`config.mk`:
```
export PLATFORM = sky130hd
export DESIGN_NAME = table_driven_event_timer_fsm
export DESIGN_NICKNAME = d
export VERILOG_FILES = /design/src/rtl/core/tdet_pkg.sv /design/src/rtl/core/tdet_ctrl.sv /design/src/rtl/core/tdet_dp.sv /design/src/rtl/core/table_driven_event_timer_fsm.sv
export SDC_FILE = /design/constraint.sdc
export NUM_CORES = 2
export LEC_CHECK = 0
export BUFFER_PORTS_ARGS = -buffer_cell sky130_fd_sc_hd__clkbuf_2
export CORE_ASPECT_RATIO = 2
export CORE_MARGIN = 4
export CORE_UTILIZATION = 41
export CTS_BUF_LIST = sky130_fd_sc_hd__clkbuf_8
export DETAILED_ROUTE_END_ITERATION = 8
export PLACE_DENSITY_LB_ADDON = 0.1
export RECOVER_POWER = 100
export SYNTH_ARGS = -nofsm -noshare
export SYNTH_HDL_FRONTEND = slang
export SYNTH_HIERARCHICAL = 1
export SYNTH_SLANG_ARGS = --single-unit
```
`constraint.sdc`:
```
create_clock -name clock -period 9.8 [get_ports clock]
set_clock_uncertainty 0.05 [all_clocks]
set_input_delay 0 -clock clock [delete_from_list [all_inputs] [get_ports clock]]
set_output_delay 0 -clock clock [all_outputs]
set_load 0.1 [all_outputs]
```
`src/rtl/core/tdet_pkg.sv`:
```
`timescale 1ns / 1ps
// Shared types and constants of the table-driven event timer state machine.
// No dependencies; used by the controller, the datapath and the top level.
package tdet_pkg;

   localparam int STATE_BITS  = 4;
   localparam int STATE_COUNT = 16;
   localparam int ENTRIES     = 16;
   localparam int IDX_BITS    = 4;
   localparam int CNT_BITS    = 5;
   localparam int TIME_BITS   = 32;

   // operation codes of an input beat
   localparam logic [2:0] OP_EVENT    = 3'd0;
   localparam logic [2:0] OP_TICK     = 3'd1;
   localparam logic [2:0] OP_WRITE_EV = 3'd2;
   localparam logic [2:0] OP_WRITE_TM = 3'd3;
   localparam logic [2:0] OP_RESTART  = 3'd4;

   // configuration register indexes
   localparam logic [2:0] CSR_INITIAL  = 3'd0;
   localparam logic [2:0] CSR_EV_COUNT = 3'd1;
   localparam logic [2:0] CSR_TM_COUNT = 3'd2;
   localparam logic [2:0] CSR_FINAL    = 3'd3;
   localparam logic [2:0] CSR_RUN_IVAL = 3'd4;

   typedef struct packed {
      logic capture;
      logic write_ev;
      logic write_tm;
      logic restart;
      logic enter_init;
      logic enter_target;
      logic tick_run;
      logic ev_fire;
      logic tm_arm;
      logic tm_fire;
      logic idx_inc;
      logic load_rsp;
   } cmd_type;

   typedef struct packed {
      logic [2:0] op;
      logic       started;
      logic       finished;
      logic       tick_ok;
      logic       ev_end;
      logic       tm_end;
      logic       ev_match;
      logic       tm_applies;
      logic       tm_idle;
      logic       tm_expired;
      logic       guard;
   } status_type;

endpackage

```
`src/rtl/core/tdet_ctrl.sv`:
```
`timescale 1ns / 1ps
// Sequencer of the event timer state machine: dispatch, table scans, entry.
// Depends on tdet_pkg for the command and status structs.
module tdet_ctrl (
   input  logic                 clock,
   input  logic                 reset,
   input  logic                 req_valid,
   output logic                 req_stall,
   output logic                 rsp_valid,
   input  logic                 rsp_stall,
   input  tdet_pkg::status_type sts,
   output tdet_pkg::cmd_type    cmd
);

   localparam logic [2:0] S_IDLE     = 3'd0;
   localparam logic [2:0] S_DISPATCH = 3'd1;
   localparam logic [2:0] S_TKCHK    = 3'd2;
   localparam logic [2:0] S_EVSCAN   = 3'd3;
   localparam logic [2:0] S_TMSCAN   = 3'd4;
   localparam logic [2:0] S_ENTER    = 3'd5;
   localparam logic [2:0] S_DONE     = 3'd6;

   logic [2:0] state_ff, state_in;
   logic       rsp_valid_ff, rsp_valid_in;
   logic       slot_free;

   assign req_stall = (state_ff != S_IDLE);
   assign rsp_valid = rsp_valid_ff;
   assign slot_free = !rsp_valid_ff || !rsp_stall;

   // next state and commands
   always_comb begin
      state_in = state_ff;
      cmd      = '0;
      case (state_ff)
         S_IDLE: begin
            if (req_valid) begin
               cmd.capture = 1'b1;
               state_in    = S_DISPATCH;
            end
         end
         S_DISPATCH: begin
            state_in = S_DONE;
            case (sts.op)
               tdet_pkg::OP_EVENT: begin
                  cmd.enter_init = !sts.started;
                  state_in       = S_EVSCAN;
               end
               tdet_pkg::OP_TICK: begin
                  cmd.enter_init = !sts.started;
                  state_in       = S_TKCHK;
               end
               tdet_pkg::OP_WRITE_EV: cmd.write_ev = 1'b1;
               tdet_pkg::OP_WRITE_TM: cmd.write_tm = 1'b1;
               tdet_pkg::OP_RESTART:  cmd.restart  = 1'b1;
               default: ;
            endcase
         end
         S_TKCHK: begin
            if (!sts.finished && sts.tick_ok) begin
               cmd.tick_run = 1'b1;
               state_in     = S_TMSCAN;
            end else begin
               state_in = S_DONE;
            end
         end
         S_EVSCAN: begin
            if (sts.ev_end) begin
               state_in = S_DONE;
            end else if (sts.ev_match) begin
               if (sts.guard) begin
                  cmd.ev_fire = 1'b1;
                  state_in    = S_ENTER;
               end else begin
                  state_in = S_DONE;
               end
            end else begin
               cmd.idx_inc = 1'b1;
            end
         end
         S_TMSCAN: begin
            if (sts.tm_end) begin
               state_in = S_DONE;
            end else if (sts.tm_applies && sts.tm_idle) begin
               cmd.tm_arm  = 1'b1;
               cmd.idx_inc = 1'b1;
            end else if (sts.tm_applies && sts.tm_expired && sts.guard) begin
               cmd.tm_fire = 1'b1;
               state_in    = S_ENTER;
            end else begin
               cmd.idx_inc = 1'b1;
            end
         end
         S_ENTER: begin
            cmd.enter_target = 1'b1;
            state_in         = S_DONE;
         end
         S_DONE: begin
            if (slot_free) begin
               cmd.load_rsp = 1'b1;
               state_in     = S_IDLE;
            end
         end
         default: state_in = S_IDLE;
      endcase
   end

   // hold the result beat until taken
   always_comb begin
      rsp_valid_in = rsp_valid_ff;
      if (rsp_valid_ff && !rsp_stall) rsp_valid_in = 1'b0;
      if (cmd.load_rsp) rsp_valid_in = 1'b1;
   end

   always_ff @(posedge clock) begin
      if (reset) begin
         state_ff     <= S_IDLE;
         rsp_valid_ff <= 1'b0;
      end else begin
         state_ff     <= state_in;
         rsp_valid_ff <= rsp_valid_in;
      end
   end

endmodule

```
`src/rtl/core/tdet_dp.sv`:
```
`timescale 1ns / 1ps
// Datapath: configuration, transition tables, timers, machine state, result.
// Depends on tdet_pkg; driven by commands from tdet_ctrl.
module tdet_dp (
   input  logic                 clock,
   input  logic                 reset,
   input  tdet_pkg::cmd_type    cmd,
   output tdet_pkg::status_type sts,
   input  logic                 csr_write,
   input  logic [2:0]           csr_index,
   input  logic [15:0]          csr_data,
   input  logic [2:0]           req_operation,
   input  logic [31:0]          req_now_ms,
   input  logic [7:0]           req_event_id,
   input  logic [3:0]           req_entry_index,
   input  logic                 req_entry_global,
   input  logic [3:0]           req_entry_from,
   input  logic [3:0]           req_entry_to,
   input  logic [31:0]          req_entry_interval,
   input  logic [15:0]          req_guard_mask,
   output logic                 rsp_fired,
   output logic [3:0]           rsp_taken_entry,
   output logic [3:0]           rsp_state_now,
   output logic [3:0]           rsp_state_left,
   output logic                 rsp_entered_initial,
   output logic                 rsp_state_tick,
   output logic                 rsp_finished
);

   localparam int SB = tdet_pkg::STATE_BITS;
   localparam int TB = tdet_pkg::TIME_BITS;
   localparam int CB = tdet_pkg::CNT_BITS;
   localparam int IB = tdet_pkg::IDX_BITS;
   localparam int NE = tdet_pkg::ENTRIES;
   localparam logic [CB-1:0] DEPTH = CB'(NE);

   // configuration
   logic [SB-1:0] init_ff;
   logic [CB-1:0] ev_cnt_ff, tm_cnt_ff;
   logic [15:0]   final_ff, run_ival_ff;

   always_ff @(posedge clock) begin
      if (reset) begin
         init_ff     <= '0;
         ev_cnt_ff   <= '0;
         tm_cnt_ff   <= '0;
         final_ff    <= '0;
         run_ival_ff <= '0;
      end else if (csr_write) begin
         case (csr_index)
            tdet_pkg::CSR_INITIAL:  init_ff     <= csr_data[SB-1:0];
            tdet_pkg::CSR_EV_COUNT: ev_cnt_ff   <= csr_data[CB-1:0];
            tdet_pkg::CSR_TM_COUNT: tm_cnt_ff   <= csr_data[CB-1:0];
            tdet_pkg::CSR_FINAL:    final_ff    <= csr_data;
            tdet_pkg::CSR_RUN_IVAL: run_ival_ff <= csr_data;
            default: ;
         endcase
      end
   end

   // captured input beat
   logic [2:0]    op_ff;
   logic [TB-1:0] now_ff, ival_ff;
   logic [7:0]    eid_ff;
   logic [IB-1:0] widx_ff;
   logic          glob_ff;
   logic [SB-1:0] from_ff, to_ff;
   logic [15:0]   guard_ff;

   always_ff @(posedge clock) begin
      if (cmd.capture) begin
         op_ff    <= req_operation;
         now_ff   <= req_now_ms;
         eid_ff   <= req_event_id;
         widx_ff  <= req_entry_index;
         glob_ff  <= req_entry_global;
         from_ff  <= req_entry_from;
         to_ff    <= req_entry_to;
         ival_ff  <= req_entry_interval;
         guard_ff <= req_guard_mask;
      end
   end

   // tables, no reset
   logic          ev_glob_ff [NE];
   logic [SB-1:0] ev_from_ff [NE];
   logic [SB-1:0] ev_to_ff   [NE];
   logic [7:0]    ev_id_ff   [NE];
   logic          tm_glob_ff [NE];
   logic [SB-1:0] tm_from_ff [NE];
   logic [SB-1:0] tm_to_ff   [NE];
   logic [TB-1:0] tm_ival_ff [NE];

   always_ff @(posedge clock) begin
      if (cmd.write_ev) begin
         ev_glob_ff[widx_ff] <= glob_ff;
         ev_from_ff[widx_ff] <= from_ff;
         ev_to_ff[widx_ff]   <= to_ff;
         ev_id_ff[widx_ff]   <= eid_ff;
      end
      if (cmd.write_tm) begin
         tm_glob_ff[widx_ff] <= glob_ff;
         tm_from_ff[widx_ff] <= from_ff;
         tm_to_ff[widx_ff]   <= to_ff;
         tm_ival_ff[widx_ff] <= ival_ff;
      end
   end

   // machine state and scan bookkeeping
   logic          started_ff, finished_ff;
   logic [SB-1:0] cur_ff, target_ff;
   logic [TB-1:0] last_run_ff;
   logic [TB-1:0] timer_ff [NE];
   logic [CB-1:0] idx_ff;
   logic [IB-1:0] idx;
   logic          fired_ff, entered_ff, tick_ff;
   logic [IB-1:0] taken_ff;
   logic [SB-1:0] left_ff;
   logic          do_enter;
   logic [SB-1:0] enter_state;
   logic [CB-1:0] ev_used, tm_used;

   assign idx         = idx_ff[IB-1:0];
   assign do_enter    = cmd.enter_init || cmd.enter_target;
   assign enter_state = cmd.enter_init ? init_ff : target_ff;
   assign ev_used     = (ev_cnt_ff > DEPTH) ? DEPTH : ev_cnt_ff;
   assign tm_used     = (tm_cnt_ff > DEPTH) ? DEPTH : tm_cnt_ff;

   always_ff @(posedge clock) begin
      if (reset || cmd.restart) begin
         started_ff  <= 1'b0;
         finished_ff <= 1'b0;
         cur_ff      <= '0;
         last_run_ff <= '0;
         for (int i = 0; i < NE; i++) timer_ff[i] <= '0;
      end else begin
         if (do_enter) begin
            cur_ff      <= enter_state;
            last_run_ff <= now_ff;
            if (final_ff[enter_state]) finished_ff <= 1'b1;
            // clear timers of entries leaving the new state
            for (int i = 0; i < NE; i++) begin
               if (CB'(i) < tm_used && (tm_glob_ff[i] || tm_from_ff[i] == enter_state))
                  timer_ff[i] <= '0;
            end
         end
         if (cmd.enter_init) started_ff <= 1'b1;
         if (cmd.tick_run) last_run_ff <= now_ff;
         if (cmd.tm_arm) timer_ff[idx] <= now_ff;
         if (cmd.tm_fire) timer_ff[idx] <= '0;
         if (cmd.write_tm) timer_ff[widx_ff] <= '0;
      end
   end

   // scan index and per-beat result flags
   always_ff @(posedge clock) begin
      if (cmd.capture || cmd.tick_run) idx_ff <= '0;
      else if (cmd.idx_inc) idx_ff <= idx_ff + CB'(1);
      if (cmd.capture) begin
         fired_ff   <= 1'b0;
         entered_ff <= 1'b0;
         tick_ff    <= 1'b0;
         taken_ff   <= '0;
         left_ff    <= '0;
      end else begin
         if (cmd.enter_init) entered_ff <= 1'b1;
         if (cmd.tick_run) tick_ff <= 1'b1;
         if (cmd.ev_fire || cmd.tm_fire) begin
            fired_ff <= 1'b1;
            taken_ff <= idx;
            left_ff  <= cur_ff;
         end
      end
      if (cmd.ev_fire) target_ff <= ev_to_ff[idx];
      if (cmd.tm_fire) target_ff <= tm_to_ff[idx];
   end

   // status toward the sequencer
   logic [TB-1:0] run_diff, tm_diff;
   assign run_diff = now_ff - last_run_ff;
   assign tm_diff  = now_ff - timer_ff[idx];

   always_comb begin
      sts.op         = op_ff;
      sts.started    = started_ff;
      sts.finished   = finished_ff;
      sts.tick_ok    = run_diff >= TB'(run_ival_ff);
      sts.ev_end     = !(idx_ff < ev_used);
      sts.tm_end     = !(idx_ff < tm_used);
      sts.ev_match   = (ev_glob_ff[idx] || ev_from_ff[idx] == cur_ff) &&
                       ev_id_ff[idx] == eid_ff;
      sts.tm_applies = tm_glob_ff[idx] || tm_from_ff[idx] == cur_ff;
      sts.tm_idle    = timer_ff[idx] == '0;
      sts.tm_expired = tm_diff >= tm_ival_ff[idx];
      sts.guard      = guard_ff[idx];
   end

   // result register
   always_ff @(posedge clock) begin
      if (cmd.load_rsp) begin
         rsp_fired           <= fired_ff;
         rsp_taken_entry     <= taken_ff;
         rsp_state_now       <= cur_ff;
         rsp_state_left      <= left_ff;
         rsp_entered_initial <= entered_ff;
         rsp_state_tick      <= tick_ff;
         rsp_finished        <= finished_ff;
      end
   end

endmodule

```
`src/rtl/core/table_driven_event_timer_fsm.sv`:
```
`timescale 1ns / 1ps
// Table-driven state machine with event and timed transition tables.
// Writes and restart run dispatch and the result load; an event or tick adds
// a scan of its table entry by entry before the load, and entry on a transition.
// Throughput: one beat at a time; the next beat is accepted once the result
// sits in the output register. Reset (synchronous) clears state and config.
module table_driven_event_timer_fsm (
   input  logic        clock,
   input  logic        reset,
   input  logic        req_valid,
   output logic        req_stall,
   input  logic [2:0]  req_operation,
   input  logic [31:0] req_now_ms,
   input  logic [7:0]  req_event_id,
   input  logic [3:0]  req_entry_index,
   input  logic        req_entry_global,
   input  logic [3:0]  req_entry_from,
   input  logic [3:0]  req_entry_to,
   input  logic [31:0] req_entry_interval,
   input  logic [15:0] req_guard_mask,
   output logic        rsp_valid,
   input  logic        rsp_stall,
   output logic        rsp_fired,
   output logic [3:0]  rsp_taken_entry,
   output logic [3:0]  rsp_state_now,
   output logic [3:0]  rsp_state_left,
   output logic        rsp_entered_initial,
   output logic        rsp_state_tick,
   output logic        rsp_finished,
   input  logic        csr_valid,
   output logic        csr_ready,
   input  logic [2:0]  csr_index,
   input  logic [15:0] csr_data
);

   tdet_pkg::cmd_type    cmd;
   tdet_pkg::status_type sts;

   assign csr_ready = 1'b1;

   tdet_ctrl u_ctrl (
      .clock     (clock),
      .reset     (reset),
      .req_valid (req_valid),
      .req_stall (req_stall),
      .rsp_valid (rsp_valid),
      .rsp_stall (rsp_stall),
      .sts       (sts),
      .cmd       (cmd)
   );

   tdet_dp u_dp (
      .clock               (clock),
      .reset               (reset),
      .cmd                 (cmd),
      .sts                 (sts),
      .csr_write           (csr_valid && csr_ready),
      .csr_index           (csr_index),
      .csr_data            (csr_data),
      .req_operation       (req_operation),
      .req_now_ms          (req_now_ms),
      .req_event_id        (req_event_id),
      .req_entry_index     (req_entry_index),
      .req_entry_global    (req_entry_global),
      .req_entry_from      (req_entry_from),
      .req_entry_to        (req_entry_to),
      .req_entry_interval  (req_entry_interval),
      .req_guard_mask      (req_guard_mask),
      .rsp_fired           (rsp_fired),
      .rsp_taken_entry     (rsp_taken_entry),
      .rsp_state_now       (rsp_state_now),
      .rsp_state_left      (rsp_state_left),
      .rsp_entered_initial (rsp_entered_initial),
      .rsp_state_tick      (rsp_state_tick),
      .rsp_finished        (rsp_finished)
   );

   // an accepted beat keeps the input stalled while it is worked on
   a_busy_after_accept: assert property (@(posedge clock) disable iff (reset)
      req_valid && !req_stall |=> req_stall)
      else $error("input not stalled after accepted beat");

   // a nonzero taken entry only comes with a transition
   a_taken_fired: assert property (@(posedge clock) disable iff (reset)
      rsp_valid && rsp_taken_entry != 4'd0 |-> rsp_fired)
      else $error("taken entry without transition");

   // the result register loads only when the slot is free
   a_no_overwrite: assert property (@(posedge clock) disable iff (reset)
      cmd.load_rsp |-> !rsp_valid || !rsp_stall)
      else $error("result overwritten while stalled");

endmodule

```
[Yosys cells after proc, flatten, opt, wreduce, memory -nomap -nowiden]
Memories as Yosys holds them, arrays and structs flattened. A register that Yosys moved wholly into a read port is not among the register bits.
Index checks and enable logic that the tools add are counted.
Operators by class
  $add $sub $neg: 3
  reduce and logical (&&, ||, !) cells: 67
  order comparisons: 24
  bitwise gates (word level): 17
  muxes and demuxes: 169
  equal/unequal tests: 38
Operator list (number)
  2-to-1 mux 32 bit: 21
  2-to-1 mux 1 bit: 106
  2-to-1 mux 4 bit: 24
  equality test 4 bit: 18
  OR reduction 32 bit: 2
  subtractor 32 bit: 2
  less-than comparator 4 x 5 -> 1 bit (first input constant): 8
  greater-or-equal comparator 32 x 16 -> 1 bit: 1
  greater-or-equal comparator 32 bit: 1
  logical NOT 32 bit: 1
  2-to-1 mux 3 bit: 8
  logical OR 1 bit: 23
  logical AND 1 bit: 22
  one-hot mux 3 bit (7 select lines): 1
  less-than comparator 3 x 5 -> 1 bit (first input constant): 4
  equality test 3 x 2 -> 1 bit (second input constant): 6
  OR 1 bit: 17
  equality test 3 bit (second input constant): 5
  AND reduction 2 bit: 6
  > comparator 5 bit (second input constant): 2
  less-than comparator 1 x 5 -> 1 bit (first input constant): 2
  less-than comparator 2 x 5 -> 1 bit (first input constant): 2
  less-than comparator 4 x 5 -> 1 bit (second input constant): 2
  less-than comparator 5 bit: 2
  other kinds (17): 32
Storage, ports and cells
  output and inout port bits: 19
  register bits: 228
  memories kept: 9
  bits in writable memories: 1440
  word-level logic and storage cells: 361
  bits of input ports: 128
Memory list
  u_dp.timer_ff: depth 16, width 32, rd ports 1, clocked after memory_dff 1, wr ports 16, line tdet_dp.sv:113  | logic [TB-1:0] timer_ff [NE];
  u_dp.tm_ival_ff: depth 16, width 32, rd ports 1, clocked after memory_dff 1, wr ports 1, line tdet_dp.sv:92  | logic [TB-1:0] tm_ival_ff [NE];
  u_dp.ev_id_ff: depth 16, width 8, rd ports 1, clocked after memory_dff 1, wr ports 1, line tdet_dp.sv:88  | logic [7:0] ev_id_ff [NE];
  u_dp.ev_from_ff: depth 16, width 4, rd ports 1, clocked after memory_dff 1, wr ports 1, line tdet_dp.sv:86  | logic [SB-1:0] ev_from_ff [NE];
  u_dp.ev_to_ff: depth 16, width 4, rd ports 1, clocked after memory_dff 1, wr ports 1, line tdet_dp.sv:87  | logic [SB-1:0] ev_to_ff [NE];
  u_dp.tm_from_ff: depth 16, width 4, rd ports 17, clocked after memory_dff 1, wr ports 1, line tdet_dp.sv:90  | logic [SB-1:0] tm_from_ff [NE];
  3 more memories

[Depth between registers and ports, before layout]
  depth in word-level cells: 15
  gate-level depth with buffers: 37
  gate-level depth less buffers: 32

[Cells and area by module]
The synthesis kept the hierarchy.
By module, submodules not included
  tdet_dp: seq. area each 43922.1 sq um, area each 69609.3 sq um, cells each 4815, times used 1
  tdet_ctrl: seq. area each 80.1 sq um, area each 452.9 sq um, cells each 63, times used 1
  table_driven_event_timer_fsm: seq. area each 0.0 sq um, area each 11.3 sq um, cells each 2, times used 1

[Worst setup path after synthesis]
OpenSTA, ideal clock, no wires.
  kind: register to register
  start point: reg with a tool-made name
  end point: mem u_dp/timer_ff[0][10] (netlist name)
  path buffers: 5
  arrival: 7.246 ns
  library setup time: 0.128 ns
  stages on the path, launching flop included: 35
  clock period less this slack: 7.424 ns
  setup slack: 2.376 ns
  required time: 9.622 ns
  path through: dfxtp_1 -> buf_2 -> buf_2 -> buf_1 -> mux4_2 -> mux4_2 -> inv_1 -> ha_1 -> a2111oi_0 -> o21ai_0 -> a32o_1 -> a211oi_1 -> a21o_1 -> a31oi_1 -> and2_1 -> o21ai_0 -> a221oi_1 -> ha_1 -> o21ai_0 -> nand2b_1 -> a21oi_1 -> o21ai_0 -> o21bai_1 -> o31a_1 -> nand4b_1 -> nor2_1 -> clkbuf_1 -> nor2_1 -> nor2_1 -> nand2_1 -> nor3_1 -> nor3_1 -> clkbuf_1 -> a22oi_1 -> nor2_1
RTL lines (line)
  to (decl): tdet_dp.sv:113

==> results.txt <==
For this run, the slowest stage of the critical path takes 1.09 ns. In the synthesized netlist the dominant register cell turns out to be sky130_fd_sc_hd__edfxtp_1. After detailed placement, the total cell area comes to 0.0739 mm2. Headroom to the max-slew limit came out at -487%.

Across all setup checks in the final design, the least slack found is 1.17 ns. The arrival time at the worst endpoint is 9.44 ns, and the number of standard cells after synthesis is 4,880. The detailed-placement wirelength estimate came out at 143 mm. The worst hold path passes through 4 cells.

The first TritonRoute pass finished after 9 iterations. Synthesized cell area: 0.0701 mm2. The total congestion overflow after global routing is 0. The I/O pin count came out at 147. The final-report max-slew violation count was 1,210; the count of buffers from port buffering was 145.

The ratio of total power to cell area works out to 215 mW/mm2. The worst-case IR drop observed on VDD is 0.000213 V. In the final routed layout, each cell accounts on average for 30.4 um. Counting flops with an async set or reset pin after synthesis yields a share of 0%. The synthesized design devotes to its leading area cell type 45.1% of total area.

The global-route total usage across every layer was 26.2%; the insertion delay of the later-clocked pin in the worst-skew pair was 0.95 ns. Buffers inserted during clock tree synthesis total 240. Category of the critical setup timing path: reg -> reg.

Measured along the y axis, the die boundary spans 593 um. The share of total power dissipated in sequential elements is 48.9%. Summed over all failing endpoints, the final setup total negative slack is 0 ns.

Setup violations remaining at the end of the flow were counted as 0. For this design, the slowest cell found on the critical path is sky130_fd_sc_hd__clkbuf_2. The tools report the number of standard-cell rows in the floorplan as 214. After detailed routing, the number of vias per cell comes to 5.87. Number of flops mapped to enable cells by yosys: 1,052. Setup repair after global routing left no endpoint under its margin. The flow ran to the end, but the final reports show violations. The sort of element at the start of the critical path was a flip-flop.

The shortest clock period the worst path allows after layout works out to 8.63 ns. Buffers added to address setup during post-CTS repair amount to 0. The leakage power total is 27.4 nW.

The number of cells on the worst reg-to-reg path works out to 32. The logs give 0.0807 mm2 for the finished layout cell area and 47,500 for the number of global-route vias before repair. The initial utilization of the core area, before any placement, comes to 41.2%. The H-tree was split into 4 levels. The global-route wire length before repair is 336 mm. The filler cells instantiated in the layout total 15,000.

The total die area is 0.178 mm2, and the net count after synthesis is 5,133. The tightest min-delay check is of the in -> reg type. The tools report the element type at the critical path end as a flip-flop. The run gives 31.3% as the clock network power share. The reported net switching power is 5.23 mW. Wires add up to 236 mm. Transition at the pin with the smallest max-transition slack: 8.80 ns.

The layout overhead on the synthesized area was 15.2%; the proportion of total power due to net switching was 30.2%. For the cell internal power dissipation, the log shows 12.1 mW. For this run, design rule violations remaining after detail routing come to 0. Once detail routing completed, the nets flagged for antenna violations numbered 0. The logs give 44 for the max capacitance violation total and 1.61 ns for the worst setup slack before clock tree synthesis. Routability-driven placement finished with a final weighted congestion of 0.873.

For this run, the post-layout net count is 5,539. The final clock period utilization by the worst path was 88.0%; the width of the chip was 300 um. Per report_power, the combinational group accounts for 19.8% of the total. After floorplanning, the core was sized to cover 0.170 mm2. The logs give 9 for the initial antenna violation count and 6 for the total of warnings raised by yosys. Of all nets on the critical path, the largest fanout is 32. The distinct cell type count after synthesis is 84, and the average cell area after synthesis is 14.4 um2. The final reports fail on max-capacitance violations, max-slew violations. Number of design-rule violations left by the first detailed-router iteration: 4,189. In this run, synthesis produced a sequential element count of 1,672.

The largest net degree at the start of global routing is 122, and the worst endpoint required time is 10.61 ns. Summing over every cut layer, the via total after detailed routing is 45,500. For the maximum clock frequency, the log shows 0.116 GHz. After synthesis, the cell types taking the most area are sky130_fd_sc_hd__edfxtp_1, sky130_fd_sc_hd__dfxtp_1, sky130_fd_sc_hd__mux4_2.

The layout cell share with drive strength beyond 1 was 18.8%. The count of final hold-check violations was 0; the post-CTS clock slew at the launch and capture registers of the worst setup and hold paths was 0.07 ns. Most area-hungry cell type in the Yosys netlist: sky130_fd_sc_hd__edfxtp_1. TritonCTS built the clock tree. Counting along the longest clock path gives a buffer depth of 4. Clock tree synthesis found a total of 1,672 sinks. For this run, the register share of the synthesized area comes to 62.8%.

CTS placed an instance of sky130_fd_sc_hd__clkbuf_8 at the clock tree root.
[sequential cells by signal, summed over array words and instances, names as in the netlist, 32 cells and up, named ones only]
register and cells:
u_dp/tm_ival_ff 512, u_dp/last_run_ff 32, u_dp/tm_to_ff 64, u_dp/now_ff 32, u_dp/ev_from_ff 64, u_dp/ival_ff 32
u_dp/timer_ff 512, u_dp/ev_id_ff 128, u_dp/tm_from_ff 64, u_dp/ev_to_ff 64
[what timing repair did]
item | in CTS | in global routing
gates resized for setup | 0 | 0
hold endpoints to repair | 292 | 0
endpoints found under the setup margin | 0 | 0
hold buffers | 269 | 0
[final cells by class]
class                           instances  area, um2  area share [%]
Antenna cell                            8       20.0          0.0248
Tap cell                             2268       2840            3.52
Timing Repair Buffer                  539       4350            5.39
Clock buffer                          279       3840            4.76
Multi-Input combinational cell       2703      24400            30.2
Clock inverter                        148        777           0.963
Inverter                              130        488           0.605
Sequential cell                      1672      44000            54.5
[cells by family after synthesis]
group	share of synthesized area, %
adder cells (fa/ha/maj)	2.25
multiplexers	15.1
other	0.00535
AND/OR/NAND/NOR	6.62
AO/OA/AOI/OAI	8.75
flip-flops	62.8
XOR/XNOR	1.66
buffers and inverters	2.82
[final timing paths]
kind / slack, ns / startpoint / end
min: 0.15 / reset / u_dp/init_ff[2]
min reg2reg: 0.39 / u_dp/left_ff[0] / u_dp/rsp_state_left[0]
max reg2reg: 1.17 / flip-flop / u_dp/timer_ff[2][17]
max: 1.17 / flip-flop / u_dp/timer_ff[2][17]
[layout by cell type, fill, tap and decap left out, types with 24 or more instances in the layout]
master	netlist	final
sky130_fd_sc_hd__edfxtp_1	1052	1052
sky130_fd_sc_hd__nor2_1	648	626
sky130_fd_sc_hd__dfxtp_1	620	616
sky130_fd_sc_hd__a22oi_1	512	512
sky130_fd_sc_hd__mux4_2	456	456
sky130_fd_sc_hd__clkbuf_8	0	279
sky130_fd_sc_hd__dlygate4sd3_1	0	269
sky130_fd_sc_hd__inv_1	129	224
sky130_fd_sc_hd__nand2_1	209	209
sky130_fd_sc_hd__a21oi_1	167	167
sky130_fd_sc_hd__ha_1	123	123
sky130_fd_sc_hd__clkbuf_2	0	104
sky130_fd_sc_hd__buf_4	5	84
sky130_fd_sc_hd__xor2_1	83	83
sky130_fd_sc_hd__clkbuf_1	270	70
sky130_fd_sc_hd__xnor2_1	50	50
sky130_fd_sc_hd__a21o_1	39	39
sky130_fd_sc_hd__and2_1	35	34
sky130_fd_sc_hd__o21ai_0	32	32
sky130_fd_sc_hd__nor3_1	47	30
sky130_fd_sc_hd__clkinv_1	1	27
sky130_fd_sc_hd__nand2b_1	24	25
sky130_fd_sc_hd__nand3_1	24	24
[power by group through the flow]
| stage | clock network, mW | logic, mW | registers (mW) |
|---|---|---|---|
| 5_1_grt | 5.88 | 3.72 | 8.53 |
| 2_1_floorplan | 0 | 2.33 | 8.39 |
| 4_1_cts | 5.59 | 3.48 | 8.44 |
| 6_report | 5.43 | 3.42 | 8.49 |
| 3_3_place_gp | 0 | 3.38 | 8.57 |
| 3_5_place_dp | 0 | 3.38 | 8.59 |
[metal layers]
metal | part of all wire (%) | wire length, um | global-route usage (%) | up-vias
li1 | - | - | - | 19500
met1 | 36 | 85500 | 29.7 | 23400
met2 | 52 | 121000 | 47.2 | 1904
met3 | 5.9 | 14000 | 4.21 | 631
met4 | 6.3 | 14700 | 14.1 | 6
met5 | 0.017 | 40 | 0 | -
[cell usage after synthesis, types with 4 or more instances]
master / count
sky130_fd_sc_hd__a31oi_1: 8
sky130_fd_sc_hd__nand3_1: 24
sky130_fd_sc_hd__a211oi_1: 21
sky130_fd_sc_hd__nand4b_1: 4
sky130_fd_sc_hd__a21oi_1: 167
sky130_fd_sc_hd__a41oi_1: 16
sky130_fd_sc_hd__nand4_1: 21
sky130_fd_sc_hd__o21ai_0: 32
sky130_fd_sc_hd__and2_1: 35
sky130_fd_sc_hd__nor4_1: 10
sky130_fd_sc_hd__inv_1: 129
sky130_fd_sc_hd__ha_1: 123
sky130_fd_sc_hd__o2111ai_1: 4
sky130_fd_sc_hd__edfxtp_1: 1052
sky130_fd_sc_hd__buf_1: 55
sky130_fd_sc_hd__nand2_1: 209
sky130_fd_sc_hd__and3_1: 8
sky130_fd_sc_hd__mux2_2: 4
sky130_fd_sc_hd__nor3_1: 47
sky130_fd_sc_hd__o21bai_1: 14
sky130_fd_sc_hd__clkbuf_1: 270
sky130_fd_sc_hd__nand3b_1: 7
sky130_fd_sc_hd__buf_2: 44
sky130_fd_sc_hd__dfxtp_1: 620
sky130_fd_sc_hd__mux4_2: 456
sky130_fd_sc_hd__buf_4: 5
sky130_fd_sc_hd__a22oi_1: 512
sky130_fd_sc_hd__or3_1: 11
sky130_fd_sc_hd__nand2b_1: 24
sky130_fd_sc_hd__a211o_1: 4
sky130_fd_sc_hd__nor2_1: 648
sky130_fd_sc_hd__o211ai_1: 7
sky130_fd_sc_hd__xor2_1: 83
sky130_fd_sc_hd__a21o_1: 39
sky130_fd_sc_hd__xnor2_1: 50
sky130_fd_sc_hd__nor2b_1: 15
sky130_fd_sc_hd__o21a_1: 7
sky130_fd_sc_hd__mux2i_1: 24
[worst max-delay path, delay by kind of cell, from the launching register on]
family                     cells  cell delay [ns]
AOI/OAI and AO/OA             15             2.98
xor gates and xnor gates       1             0.18
adders and majority gates      2             0.46
buffers and inverters          3             1.47
DFF                            1             0.80
muxes                          2             1.06
and+or+nand+nor                9             1.48
[stage by stage]
stage                     cells  utilization (%)  power (mW)  hold WS, ns
final                      7747             47.5        17.3        0.146
after global routing       7744             47.5        18.1        0.129
after CTS                  7739             47.7        17.5      0.00718
after detailed placement   7043             43.4        12.0        0.129
after global placement     7043             43.4        12.0        0.126
after floorplan            4880                -        10.7       0.0179
No activity file was read; power rests on OpenSTA's default activity.
